[src/tlvrx_pkg.sv]
`timescale 1ns / 1ps

package tlvrx_pkg;

    localparam int COUNTER_WIDTH_DEFAULT = 32;
    localparam int BYTE_W                = 8;
    localparam int CRC_W                 = 16;
    localparam int COUNT_OUT_W           = 32;
    localparam int STATUS_W              = 2;
    localparam int CFG_INDEX_W           = 1;

    // Stream payload widths: tdata carries the byte-sized fields and the
    // three counters, tuser carries the status and the payload flag.
    localparam int TDATA_W = 4 * BYTE_W + 3 * COUNT_OUT_W;
    localparam int TUSER_W = STATUS_W + 1;

    localparam logic [CRC_W-1:0] CRC_POLY = 16'h1021;
    localparam logic [CRC_W-1:0] CRC_INIT = 16'hFFFF;

    localparam logic [BYTE_W-1:0] SYNC_FIRST_RESET  = 8'hA5;
    localparam logic [BYTE_W-1:0] SYNC_SECOND_RESET = 8'h5A;

    localparam logic [STATUS_W-1:0] ST_INCOMPLETE = 2'd0;
    localparam logic [STATUS_W-1:0] ST_GOOD       = 2'd1;
    localparam logic [STATUS_W-1:0] ST_CRCERR     = 2'd2;

    localparam logic [CFG_INDEX_W-1:0] CFG_SYNC_FIRST  = 1'b0;
    localparam logic [CFG_INDEX_W-1:0] CFG_SYNC_SECOND = 1'b1;

    // Control handed from the stream front end to the parser each cycle.
    typedef struct packed {
        logic              advance;  // result register may load
        logic              fire;     // an item is processed this cycle
        logic [BYTE_W-1:0] data;
    } step_t;

    typedef struct packed {
        logic                valid;
        logic [STATUS_W-1:0] status;
        logic                payload_valid;
        logic [BYTE_W-1:0]   payload_byte;
        logic [BYTE_W-1:0]   payload_index;
    } result_t;

    // CRC-16/CCITT-FALSE update over one byte, MSB first.
    function automatic logic [CRC_W-1:0] crc16_byte(input logic [CRC_W-1:0] crc_in,
                                                    input logic [BYTE_W-1:0] data);
        logic [CRC_W-1:0] c;
        c = crc_in ^ {data, {(CRC_W - BYTE_W){1'b0}}};
        for (int k = 0; k < BYTE_W; k++)
        begin
            if (c[CRC_W-1])
                c = {c[CRC_W-2:0], 1'b0} ^ CRC_POLY;
            else
                c = {c[CRC_W-2:0], 1'b0};
        end
        return c;
    endfunction

endpackage

[src/tlvrx_parser.sv]
`timescale 1ns / 1ps

// Frame parser: phase machine, running CRC, held header fields, counters and
// the result register. State moves only when an item is processed, so the
// held fields and counters always match the result that is on display.
module tlvrx_parser #(
    parameter int COUNTER_WIDTH = tlvrx_pkg::COUNTER_WIDTH_DEFAULT
) (
    input  logic                           clk,
    input  logic                           rst_n,
    input  logic [tlvrx_pkg::BYTE_W-1:0]   sync_first,
    input  logic [tlvrx_pkg::BYTE_W-1:0]   sync_second,
    input  tlvrx_pkg::step_t               step,
    output tlvrx_pkg::result_t             result,
    output logic [tlvrx_pkg::BYTE_W-1:0]   frame_tag,
    output logic [tlvrx_pkg::BYTE_W-1:0]   frame_length,
    output logic [COUNTER_WIDTH-1:0]       good_count,
    output logic [COUNTER_WIDTH-1:0]       error_count,
    output logic [COUNTER_WIDTH-1:0]       drop_count
);
    import tlvrx_pkg::*;

    typedef enum logic [2:0] {
        PH_SYNC1 = 3'd0,
        PH_SYNC2 = 3'd1,
        PH_TAG   = 3'd2,
        PH_LEN   = 3'd3,
        PH_VALUE = 3'd4,
        PH_CRCHI = 3'd5,
        PH_CRCLO = 3'd6
    } phase_t;

    localparam logic [COUNTER_WIDTH-1:0] CNT_ONE = COUNTER_WIDTH'(1);
    localparam logic [COUNTER_WIDTH-1:0] CNT_TWO = COUNTER_WIDTH'(2);

    phase_t                   phase_reg, phase_next;
    logic [BYTE_W-1:0]        tag_reg, tag_next;
    logic [BYTE_W-1:0]        length_reg, length_next;
    logic [BYTE_W-1:0]        position_reg, position_next;
    logic [CRC_W-1:0]         crc_reg, crc_next;
    logic [BYTE_W-1:0]        crc_high_reg, crc_high_next;
    logic [COUNTER_WIDTH-1:0] good_reg, good_next;
    logic [COUNTER_WIDTH-1:0] error_reg, error_next;
    logic [COUNTER_WIDTH-1:0] drop_reg, drop_next;
    result_t                  result_reg, result_next;

    logic [CRC_W-1:0]  crc_step;
    logic [BYTE_W-1:0] position_inc;

    assign crc_step     = crc16_byte(crc_reg, step.data);
    assign position_inc = position_reg + BYTE_W'(1);

    always_comb
    begin
        phase_next    = phase_reg;
        tag_next      = tag_reg;
        length_next   = length_reg;
        position_next = position_reg;
        crc_next      = crc_reg;
        crc_high_next = crc_high_reg;
        good_next     = good_reg;
        error_next    = error_reg;
        drop_next     = drop_reg;

        result_next               = '0;
        result_next.valid         = step.fire;
        result_next.status        = ST_INCOMPLETE;

        unique case (phase_reg)
            PH_SYNC1:
            begin
                if (step.data == sync_first)
                    phase_next = PH_SYNC2;
                else
                    drop_next = drop_reg + CNT_ONE;
            end
            PH_SYNC2:
            begin
                // The second sync byte is checked first, so equal sync
                // registers still start a frame.
                if (step.data == sync_second)
                begin
                    crc_next   = CRC_INIT;
                    phase_next = PH_TAG;
                end
                else if (step.data == sync_first)
                    drop_next = drop_reg + CNT_ONE;
                else
                begin
                    drop_next  = drop_reg + CNT_TWO;
                    phase_next = PH_SYNC1;
                end
            end
            PH_TAG:
            begin
                tag_next   = step.data;
                crc_next   = crc_step;
                phase_next = PH_LEN;
            end
            PH_LEN:
            begin
                length_next   = step.data;
                position_next = '0;
                crc_next      = crc_step;
                phase_next    = (step.data == '0) ? PH_CRCHI : PH_VALUE;
            end
            PH_VALUE:
            begin
                result_next.payload_valid = 1'b1;
                result_next.payload_byte  = step.data;
                result_next.payload_index = position_reg;
                crc_next                  = crc_step;
                position_next             = position_inc;
                if (position_inc >= length_reg)
                    phase_next = PH_CRCHI;
            end
            PH_CRCHI:
            begin
                crc_high_next = step.data;
                phase_next    = PH_CRCLO;
            end
            PH_CRCLO:
            begin
                phase_next = PH_SYNC1;
                if ({crc_high_reg, step.data} != crc_reg)
                begin
                    error_next         = error_reg + CNT_ONE;
                    result_next.status = ST_CRCERR;
                end
                else
                begin
                    good_next          = good_reg + CNT_ONE;
                    result_next.status = ST_GOOD;
                end
            end
            default:
            begin
                // Unreachable phase code: drop everything back to reset.
                phase_next    = PH_SYNC1;
                tag_next      = '0;
                length_next   = '0;
                position_next = '0;
                crc_next      = CRC_INIT;
                crc_high_next = '0;
                good_next     = '0;
                error_next    = '0;
                drop_next     = '0;
            end
        endcase
    end

    always_ff @(posedge clk or negedge rst_n)
    begin
        if (!rst_n)
        begin
            phase_reg    <= PH_SYNC1;
            tag_reg      <= '0;
            length_reg   <= '0;
            position_reg <= '0;
            crc_reg      <= CRC_INIT;
            crc_high_reg <= '0;
            good_reg     <= '0;
            error_reg    <= '0;
            drop_reg     <= '0;
            result_reg   <= '0;
        end
        else
        begin
            if (step.fire)
            begin
                phase_reg    <= phase_next;
                tag_reg      <= tag_next;
                length_reg   <= length_next;
                position_reg <= position_next;
                crc_reg      <= crc_next;
                crc_high_reg <= crc_high_next;
                good_reg     <= good_next;
                error_reg    <= error_next;
                drop_reg     <= drop_next;
            end
            if (step.advance)
                result_reg <= result_next;
        end
    end

    assign result       = result_reg;
    assign frame_tag    = tag_reg;
    assign frame_length = length_reg;
    assign good_count   = good_reg;
    assign error_count  = error_reg;
    assign drop_count   = drop_reg;

    // A value byte never closes a frame.
    a_payload_incomplete: assert property (@(posedge clk) disable iff (!rst_n)
        (result_reg.valid && result_reg.payload_valid) |-> (result_reg.status == ST_INCOMPLETE))
        else $error("payload item carries a final frame status");

    // Hunting for the first sync byte leads only to the second sync phase.
    a_hunt_exit: assert property (@(posedge clk) disable iff (!rst_n)
        (step.fire && phase_reg == PH_SYNC1) |=> (phase_reg == PH_SYNC1 || phase_reg == PH_SYNC2))
        else $error("first sync hunt left to an unexpected phase");

    // Closing a frame bumps exactly one of the good and error counters.
    a_frame_counted: assert property (@(posedge clk) disable iff (!rst_n)
        (step.fire && phase_reg == PH_CRCLO) |=>
            ((good_reg != $past(good_reg)) != (error_reg != $past(error_reg))))
        else $error("frame end did not update exactly one counter");

    // A final status is produced only by the CRC low byte.
    a_status_source: assert property (@(posedge clk) disable iff (!rst_n)
        (step.advance && step.fire && phase_reg != PH_CRCLO) |=>
            (result_reg.status == ST_INCOMPLETE))
        else $error("final status reported outside the CRC check");

endmodule

[src/tlv_stream_frame_receiver_top.sv]
`timescale 1ns / 1ps

// TLV stream frame receiver. Each item on the slave stream is one received
// byte; each byte yields exactly one item on the master stream, in order.
// The receiver hunts for the two-byte sync pair (registers 0 and 1, reset
// 0xA5 and 0x5A), then reads a tag, a length, 0 to 255 value bytes and a
// big-endian CRC-16/CCITT-FALSE over tag, length and value. Value bytes are
// passed out as they arrive with their index and payload_valid set; a
// consumer that buffers them must discard the frame when the closing item
// reports a CRC error. Every output item also shows the held tag and
// length and the good-frame, CRC-error and dropped-byte counts, which wrap
// at COUNTER_WIDTH bits and appear as their low 32 bits. The block takes one
// item per clock cycle while the master stream does not stall. A byte waits
// in the input register while the single-byte CRC step and phase logic work
// out its result, which loads into the result register when that register
// may advance; the master stream is driven from the result register. The
// single-byte CRC update sets the rate. Sync registers must be written by the
// user only while the stream is idle; the block itself does not enforce this.
module tlv_stream_frame_receiver_top #(
    parameter int COUNTER_WIDTH = tlvrx_pkg::COUNTER_WIDTH_DEFAULT
) (
    input  logic                               clk,
    input  logic                               rst_n,
    input  logic                               s_axis_tvalid,
    output logic                               s_axis_tready,
    input  logic [tlvrx_pkg::BYTE_W-1:0]       s_axis_tdata,   // [7:0] rx_byte
    output logic                               m_axis_tvalid,
    input  logic                               m_axis_tready,
    // [7:0] payload_byte, [15:8] payload_index, [23:16] frame_tag,
    // [31:24] frame_length, [63:32] good_frames, [95:64] crc_failures,
    // [127:96] dropped_bytes
    output logic [tlvrx_pkg::TDATA_W-1:0]      m_axis_tdata,
    output logic [tlvrx_pkg::TUSER_W-1:0]      m_axis_tuser,   // [1:0] status, [2] payload_valid
    input  logic                               cfg_valid,
    output logic                               cfg_ready,
    input  logic [tlvrx_pkg::CFG_INDEX_W-1:0]  cfg_index,
    input  logic [tlvrx_pkg::BYTE_W-1:0]       cfg_data
);
    import tlvrx_pkg::*;

    logic              in_valid_reg, in_valid_next;
    logic [BYTE_W-1:0] in_byte_reg;
    logic [BYTE_W-1:0] sync_first_reg;
    logic [BYTE_W-1:0] sync_second_reg;

    logic    advance;
    logic    in_fire;
    step_t   step;
    result_t result;

    logic [BYTE_W-1:0]        frame_tag;
    logic [BYTE_W-1:0]        frame_length;
    logic [COUNTER_WIDTH-1:0] good_count;
    logic [COUNTER_WIDTH-1:0] error_count;
    logic [COUNTER_WIDTH-1:0] drop_count;

    // Counters are widened to 64 bits first so any COUNTER_WIDTH in range
    // maps onto the 32-bit output fields by a plain part-select.
    logic [63:0] good_wide;
    logic [63:0] error_wide;
    logic [63:0] drop_wide;

    // The result register loads whenever it is empty or being drained, so
    // the input register can hand over a byte in the same cycle.
    assign advance       = !result.valid || m_axis_tready;
    assign s_axis_tready = !in_valid_reg || advance;
    assign in_fire       = s_axis_tvalid && s_axis_tready;

    always_comb
    begin
        if (in_fire)
            in_valid_next = 1'b1;
        else if (advance)
            in_valid_next = 1'b0;
        else
            in_valid_next = in_valid_reg;
    end

    always_ff @(posedge clk or negedge rst_n)
    begin
        if (!rst_n)
            in_valid_reg <= 1'b0;
        else
            in_valid_reg <= in_valid_next;
    end

    always_ff @(posedge clk)
    begin
        if (in_fire)
            in_byte_reg <= s_axis_tdata;
    end

    // Configuration registers; writes are always taken.
    assign cfg_ready = 1'b1;

    always_ff @(posedge clk or negedge rst_n)
    begin
        if (!rst_n)
        begin
            sync_first_reg  <= SYNC_FIRST_RESET;
            sync_second_reg <= SYNC_SECOND_RESET;
        end
        else if (cfg_valid && cfg_ready)
        begin
            unique case (cfg_index)
                CFG_SYNC_FIRST:  sync_first_reg  <= cfg_data;
                CFG_SYNC_SECOND: sync_second_reg <= cfg_data;
                default:         sync_first_reg  <= sync_first_reg;
            endcase
        end
    end

    assign step.advance = advance;
    assign step.fire    = in_valid_reg && advance;
    assign step.data    = in_byte_reg;

    tlvrx_parser #(
        .COUNTER_WIDTH (COUNTER_WIDTH)
    ) u_parser (
        .clk          (clk),
        .rst_n        (rst_n),
        .sync_first   (sync_first_reg),
        .sync_second  (sync_second_reg),
        .step         (step),
        .result       (result),
        .frame_tag    (frame_tag),
        .frame_length (frame_length),
        .good_count   (good_count),
        .error_count  (error_count),
        .drop_count   (drop_count)
    );

    assign good_wide  = 64'(good_count);
    assign error_wide = 64'(error_count);
    assign drop_wide  = 64'(drop_count);

    assign m_axis_tvalid = result.valid;
    assign m_axis_tuser  = {result.payload_valid, result.status};
    assign m_axis_tdata  = {drop_wide[COUNT_OUT_W-1:0],
                            error_wide[COUNT_OUT_W-1:0],
                            good_wide[COUNT_OUT_W-1:0],
                            frame_length,
                            frame_tag,
                            result.payload_index,
                            result.payload_byte};

endmodule
[config.mk]
export PLATFORM = sky130hd
export DESIGN_NAME = tlv_stream_frame_receiver_top
export DESIGN_NICKNAME = d
export VERILOG_FILES = /design/src/tlvrx_pkg.sv /design/src/tlvrx_parser.sv /design/src/tlv_stream_frame_receiver_top.sv
export SDC_FILE = /design/constraint.sdc
export NUM_CORES = 1
export LEC_CHECK = 0
export BUFFER_PORTS_ARGS = -buffer_cell sky130_fd_sc_hd__buf_2
export CAP_MARGIN = 20
export CORE_ASPECT_RATIO = 1.4
export CORE_MARGIN = 2
export CORE_UTILIZATION = 60
export CTS_CLUSTER_DIAMETER = 30
export CTS_CLUSTER_SIZE = 14
export DETAILED_ROUTE_END_ITERATION = 10
export GPL_ROUTABILITY_DRIVEN = 1
export PLACE_DENSITY = 0.89
export SYNTH_ARGS = -nofsm -noshare
export SYNTH_HDL_FRONTEND = slang
export SYNTH_SLANG_ARGS = --single-unit
[constraint.sdc]
create_clock -name clk -period 4.8 [get_ports clk]
set_input_delay 0.72 -clock clk [delete_from_list [all_inputs] [get_ports clk]]
set_output_delay 0.72 -clock clk [all_outputs]
set_load 0.01 [all_outputs]
After elaboration in Yosys (flattened, before gate mapping):

Index checks and enable logic that the tools add are counted.

* output and inout port bits: 134
* bits in registers: 192
* logic and storage cells: 119

* reductions and logical operators: 28
* equality and inequality tests: 17
* mux-type cells: 33
* order comparisons: 1
* bitwise logic cells: 17
* add/subtract/negate cells: 5

Operator list (count)
* two-way mux 32 bit: 5
* case mux 32 bit (2 select lines): 2
* two-way mux 13 bit: 8
* adder 32 x 1 -> 32 bit, second input constant: 3
* case mux 32 bit (3 select lines): 1
* case mux 8 bit (2 select lines): 4
* case mux 16 bit (3 select lines): 1
* adder 32 x 2 -> 32 bit, second input constant: 1
* NOT 3 bit: 8
* OR reduction 6 bit: 4
* case mux 3 bit (6 select lines): 1
* two-way mux 17 bit: 1
* == test 8 bit: 2
* two-way mux 16 bit: 1
* inequality test 16 bit: 1
* XOR 16 bit: 1
* two-way mux 3 bit: 4
* AND reduction 2 bit: 6
* OR reduction 5 bit: 2
* == test 3 bit, second input constant: 3
* AND reduction 3 bit: 3
* adder 8 x 1 -> 8 bit, second input constant: 1
* >= comparator 8 bit: 1
* zero test 8 bit: 1
* 15 further kinds: 36

Longest topological paths before layout:

Gate-level depths: netlist of run 1.

* depth after elaboration: 18
* mapped depth: 11
* depth with buffers taken out: 10

Hierarchy:

A second synthesis of run 1 with hierarchy kept.

* cells, all modules: 1135
* area total of the unflattened synthesis: 10744.1 um^2

By module, submodules not included
* tlvrx_parser: times used 1, cells each 1084, area an instance 9783.1 um^2, seq. area each 4199.0 um^2
* tlv_stream_frame_receiver_top: times used 1, cells each 51, area an instance 960.9 um^2, seq. area each 675.6 um^2

Worst setup path before layout of run 1:

Ideal clock, no wire load.

* kind: input -> register
* start point: input port m_axis_tready
* end point: register u_parser.drop_reg[1] (netlist: u_parser.drop_count[1])
* slack: 2.275 ns
* buffers on the path: 2
* stages on the path: 8
* data arrival time: 2.406 ns
* cell sequence: nor2b_1 -> clkbuf_1 -> nand2b_1 -> or4_4 -> a221oi_4 -> buf_2 -> o221ai_1 -> o21a_1

* word-level cells in the longest chain between the ends: 3

RTL lines
* start: declaration: RTL line tlv_stream_frame_receiver_top.sv:28 `input logic m_axis_tready,`
* logical OR 1 bit: RTL line tlv_stream_frame_receiver_top.sv:65 `assign advance = !result.valid || m_axis_tready;`
* logical AND 1 bit: RTL line tlv_stream_frame_receiver_top.sv:114 `assign step.fire = in_valid_reg && advance;`
* AND reduction 4 bit (no source line)
* end signal: assignment: RTL line tlvrx_parser.sv:179 `drop_reg <= drop_next;`
* end: declaration: RTL line tlvrx_parser.sv:44 `logic [COUNTER_WIDTH-1:0] drop_reg, drop_next;`

No other way between the ends.
A chain may end at the register's enable or synchronous reset.

Worst setup path in the final report of run 1:

* start point: register u_parser.phase_reg[1]
* end point: register u_parser.crc_high_reg[4]

* word-level cells in the longest chain between the ends: 4
* elaborated cells between the ends (all ways): 11
* classes of those cells: eq/ne: 6; mux: 1; bitwise: 1; reduce/logical: 3

RTL lines
* start: declaration: RTL line tlvrx_parser.sv:36 `phase_t phase_reg, phase_next;`
* start signal: assignment: RTL line tlvrx_parser.sv:171 `phase_reg <= phase_next;`
* == test 3 x 2 -> 1 bit (tied with other cells): RTL line tlvrx_parser.sv:69 `unique case (phase_reg)`
* OR reduction 6 bit (no source line)
* NOT 1 bit (no source line)
* AND reduction 2 bit (no source line)
* end signal: assignment: RTL line tlvrx_parser.sv:176 `crc_high_reg <= crc_high_next;`
* end: declaration: RTL line tlvrx_parser.sv:41 `logic [BYTE_W-1:0] crc_high_reg, crc_high_next;`

Several ways; a longest one is shown, not always the timed one.

==> out/metrics.cfg, run 1 <==
[sta]
relSlewSlack_pct=29.3
timing.final.crit_share_pct=70.9
fmax_mhz=294
rsz0062_at_grt=no
hold_violations=0
tightest_slew_ps=1060
slew_violations=0
period_minus_slack_ps=3400
finalSetupViolCount=0
fin_skew_ps=16.2
setup_tns_ps=0

[floorplanning]
fp.dieArea_um2=19200
row_count=58
coreArea_um2=17900
start_util_pct=60.9
die_h_um=163
die_w_um=118
ios=156

[critical_path]
critical_path_class=reg -> reg
arrival_ps=3690
crit_cells=8
crit_start=u_parser.phase_reg[1]
start_kind=register
crit_fanout=18
r2r_end=u_parser.crc_high_reg[4]
crit_end=u_parser.crc_high_reg[4]
crit_buf_inv=2
path_cells=inv_1 > ha_1 > nor2b_1 > buf_4 > nor2_1 > nand4_1 > nand2_1 > o21ai_0
rr_worst_depth=8
cp-end-kind=register
cpMaxStageDelayCell=nor2_1
critPathMaxStageDelay_ps=810
crit_family=simple AND/OR/NAND/NOR gates
rr_startpoint=u_parser.phase_reg[1]
reg2reg_slack_ps=1400
critPathRequiredTime_ps=5090

[clock_network]
clk_path_buf_depth=2
post_cts.repair.setup_buffers=0
clk_latency_ps=440
cts_tree=built
clk_pin_slew_ps=80
clock-sinks=192
cts_buffers=17
ctsHtreeMaxLevel=4
root_buffer=clkbuf_16
cts_resized=0
hold_buffers=0

[synth]
syn_area_um2=10900
synthFlopType=dfrtp_1
synth_area_leaders=dfrtp_1 37%, dfstp_2 5.8%, o21ai_0 4.8%, nand2_1 4.6%, xnor2_1 3.7%
synth_edf_count=8
yosys_warnings=0
syn_area_per_cell_um2=9.22
seq_area_frac_synth_pct=44.8
synth_cell_type_count=72
async_reset_ff_share_pct=95.8
synth.net_count=1220
synth_area_leader_cell=dfrtp_1
syn_inst=1180
synth_top_area_share_pct=36.8
synth-seq-cells=192

[global_route]
grt.total_usage_pct=31.2
overflow=0
antenna_found_initial=0
grt_pass1_wl_mm=48.6
grt_pass1_vias=9686
grt_max_degree=106

[place]
place.gp.congestion=0.988
port_buffers=154
dp_hpwl_mm=21.4

[routing]
first_iter_violations=1174
wirelength_mm=30.0
drt-pass1-iter-count=8
routedWlPerCell_um=19.3
num_vias=10100
vias_per_cell=6.51
antenna_left=0
drc=0

[finish]
fin_util_pct=69.2
antennaDiodeCount=0
layout-drive-gt1-share_pct=20.2
area_growth_pct=13.5
fin_nets=1341
final_cell_mix=160 x dfrtp_1, 153 x buf_2, 132 x nand2_1
mostFrequentLayoutCell=dfrtp_1

[min_path]
hp-class=in -> async

[job]
maxCapViolations=0

[power]
p_leak_nw=5.31
p_per_area_nw_per_um2=431
ir_drop_uv=321

[outcome]
status=finished, final reports clean

kinds of logic after synthesis:
logic type,count (synthesis),synth area share [%]
buffers and inverters,101,3.79
flip-flops,192,44.8
other,1,0.0345
AO/OA/AOI/OAI,315,18.5
AND/OR/NAND/NOR,443,21.2
adder cells (fa/ha/maj),18,2.07
multiplexers,38,3.77
XOR/XNOR,72,5.80
area by class of cell:
class | instances | area (um2)
inverter | 36 | 135
clock buffer | 17 | 425
timing repair buffer | 167 | 882
clock inverter | 15 | 125
tap | 240 | 300
multi-input combinational | 887 | 5600
fill | 1412 | 5510
sequential | 192 | 4870
power by group:
group,internal (W),switching [W]
Combinational,0.000645,0.00122
Sequential,0.00185,0.000260
Clock,0.000678,0.000666
worst min-delay path by stage:
stage | startpoint | end | slack [ps] | depth (start not counted)
2_1_floorplan | rst_n | in_valid_reg | 420 | 0
3_3_place_gp | u_parser.frame_tag[1] | u_parser.frame_tag[1] | 460 | 2
3_5_place_dp | u_parser.result[16] | u_parser.result[16] | 470 | 1
4_1_cts | rst_n | u_parser.good_count[13] | 420 | 1
5_1_grt | s_axis_tdata[5] | in_byte_reg[5] | 450 | 1
6_report | rst_n | u_parser.good_count[13] | 370 | 1
Yosys cell counts (13+ instances only):
cell      instances
a21oi_1          69
a22o_1           17
and3_1           19
and4_1           13
clkbuf_1         48
dfrtp_1         160
dfstp_2          24
ha_1             18
inv_1            36
mux2_2           24
mux2i_1          14
nand2_1         132
nand3_1          51
nand4_1          34
nor2_1           62
nor3_1           20
o21ai_0         105
o31ai_1          34
or3_1            39
or4_1            17
xnor2_1          46
xor2_1           26
per-layer routing:
| layer | share of wire (%) | GRT usage [%] | wire [um] | up-vias |
|---|---|---|---|---|
| met4 | 4.7 | 16.0 | 1400 | 0 |
| met1 | 37 | 36.6 | 11000 | 4821 |
| met3 | 7.8 | 5.20 | 2340 | 137 |
| met5 | 0 | 0 | 0 | - |
| li1 | - | - | - | 4588 |
| met2 | 51 | 55.0 | 15300 | 565 |
worst reg2reg max path, cell delays in order, from the launching register on:
cell,delay (ps)
dfrtp_1,420
inv_1,120
ha_1,410
nor2b_1,230
buf_4,230
nor2_1,810
nand4_1,680
nand2_1,250
o21ai_0,110
per-stage QoR:
stage / cells / total power, W / setup slack [ps] / hold slack, ps / cell area [um2]
6_report: 1554 / 0.00532 / 1400 / 367 / 12300
5_1_grt: 1554 / 0.00557 / 1270 / 445 / 12300
4_1_cts: 1551 / 0.00527 / 1470 / 422 / 12300
3_5_place_dp: 1519 / 0.00393 / 1390 / 471 / 11800
3_3_place_gp: 1519 / 0.00387 / 1540 / 461 / 11800
2_1_floorplan: 1180 / 0.00334 / 2270 / 424 / 10900
(Power assumes the default switching activity.)
==> run 2: changes to the inputs <==
Settings changed: CORE_UTILIZATION 60 to 53, PLACE_DENSITY 0.89 to 0.84.
Clock period 4.8 ns to 2.8 ns, I/O delays scaled along.
==> run 2 against run 1 <==
  * Cell area increased by 4.0%
  * Setup slack got worse by 1300 ps
  * Clock power increased by 87%
  * Cell count increased by 4.2%
  * Non-clock buffer count increased by 50
  * Combinational power increased by 98%
  * Maximum frequency increased by 27%
  * Utilization decreased by 6.0 points
  * Count of clock-buffer cells in the layout unchanged
  * Global-route usage decreased by 2.1 points
  * Sequential power increased by 68%
  * Via count increased by 1.9%
==> out/metrics.cfg, run 2 (synthesized netlist as in run 1, its figures left out) <==
[outcome]
status=finished, final reports clean

[power]
pwr-share-clk_pct=25.7
p_int_w=0.00578
p_leak_nw=5.58
ir_drop_uv=628
switching_share_pct=40.6
p_per_area_nw_per_um2=758
p_sw_w=0.00395
combPwrFrac_pct=37.9
pwr-share-seq_pct=36.5

[floorplanning]
coreArea_um2=20300
die_w_um=125
die_h_um=173
fp.dieArea_um2=21700
ios=156
row_count=62
start_util_pct=53.5

[routing]
drt-pass1-iter-count=6
vias_per_cell=6.36
wirelength_mm=31.5
num_vias=10300
routedWlPerCell_um=19.5
antenna_left=0
drc=0
first_iter_violations=977

[sta]
finalSetupViolCount=0
slew_violations=0
fin_ws_ps=115
period_minus_slack_ps=2690
relSlewSlack_pct=51.1
timing.final.crit_share_pct=95.9
fin_skew_ps=12.1
tightest_slew_ps=726
hold_violations=0
fmax_mhz=372
rsz0062_at_grt=no

[place]
post-place-ws_ps=-64.2
dp_hpwl_mm=22.4
port_buffers=154
placed_area_um2=12200
place.gp.congestion=1.03

[finish]
antennaDiodeCount=0
fin_util_pct=63.2
fin_nets=1391
fillerInstances=1656
mostFrequentLayoutCell=dfrtp_1
area_growth_pct=18.1
layout-drive-gt1-share_pct=23.2
final_cell_mix=160 x dfrtp_1, 153 x buf_2, 132 x nand2_1
finalInstanceArea_um2=12800

[global_route]
grt_pass1_wl_mm=51.1
antenna_found_initial=0
overflow=0
grt_pass1_vias=10000
grt.total_usage_pct=29.1
grt_max_degree=68

[critical_path]
rr_startpoint=u_parser.phase_reg[0]
crit_start=u_parser.phase_reg[0]
arrival_ps=3020
crit_fanout=15
cp-end-kind=register
start_kind=register
critical_path_class=reg -> reg
reg2reg_slack_ps=110
critPathRequiredTime_ps=3140

[min_path]
hp-class=in -> reg
hold_path.startpoint=s_axis_tdata[6]

[clock_network]
cts_tree=built
clk_latency_ps=450
ctsHtreeMaxLevel=4
clk_pin_slew_ps=80
clock-sinks=192
root_buffer=clkbuf_16
cts_buffers=17
clk_path_buf_depth=2

[job]
maxCapViolations=0

run 2: changes by cell type in the layout (fill, tap and decap cells not counted), moves of 2 or more:
cell      previous run  this run
clkinv_4             3         0
clkinv_2             2         0
buf_12               0         4
clkinv_8             0         3
buf_4               12        57
run 2: power by group through the flow:
stage	clock (W)	combinational (W)	sequential, W
5_1_grt	0.00263	0.00396	0.00359
3_3_place_gp	0	0.00347	0.00357
4_1_cts	0.00252	0.00359	0.00354
2_1_floorplan	0	0.00217	0.00355
3_5_place_dp	0	0.00355	0.00359
6_report	0.00250	0.00369	0.00355
run 2: through the flow:
stage	std cells	hold WS [ps]	total power, W	setup TNS (ps)
after floorplan	1180	124	0.00572	0
after global placement	1585	450	0.00703	0
after detailed placement	1586	460	0.00714	-423
after CTS	1619	127	0.00964	0
after global routing	1620	125	0.0102	0
final	1620	138	0.00974	0
run 2: cell type report:
type / count / area, um2 / area share, %
multi-input combinational: 887 / 5610 / 43.7
sequential: 192 / 4870 / 38.0
clock inverter: 15 / 174 / 1.35
tap: 256 / 320 / 2.49
timing repair buffer: 217 / 1310 / 10.2
clock buffer: 17 / 425 / 3.31
inverter: 36 / 135 / 1.05
run 2: routing by layer:
metal  wire (um)  GRT usage [%]  vias to the layer above
li1            -              -                     4692
met1       12100           35.4                     4976
met2       16000           49.7                      529
met3        2080           5.03                      104
met4        1370           14.3                        0
met5           0              0                        -
run 2: worst paths after layout:
kind / cells past startpoint / endpoint
max in group asynchronous: 3 / u_parser.crc_reg[15]
worst min-delay path: 1 / in_byte_reg[6]
worst min register to register: 1 / u_parser.result[16]
min in group asynchronous: 2 / u_parser.good_count[9]
worst max-delay path: 8 / u_parser.drop_count[6]
worst max register to register: 8 / u_parser.drop_count[6]
run 2: timing repair:
action | in CTS | in global routing
hold buffers | 1 | 0
pin swaps | 0 | 3
setup endpoints to repair | 8 | 10
gates resized for setup | 1 | 2
hold endpoints to repair | 51 | 0
buffers inserted | 0 | 1
run 2: worst max-delay path, stage by stage (launching register included):
cell and delay [ps]:
dfrtp_1 430, inv_1 120, ha_1 310, and2_1 190, or4_4 510, a221oi_4 300, buf_4 310, nand2_1 80
o32a_1 300
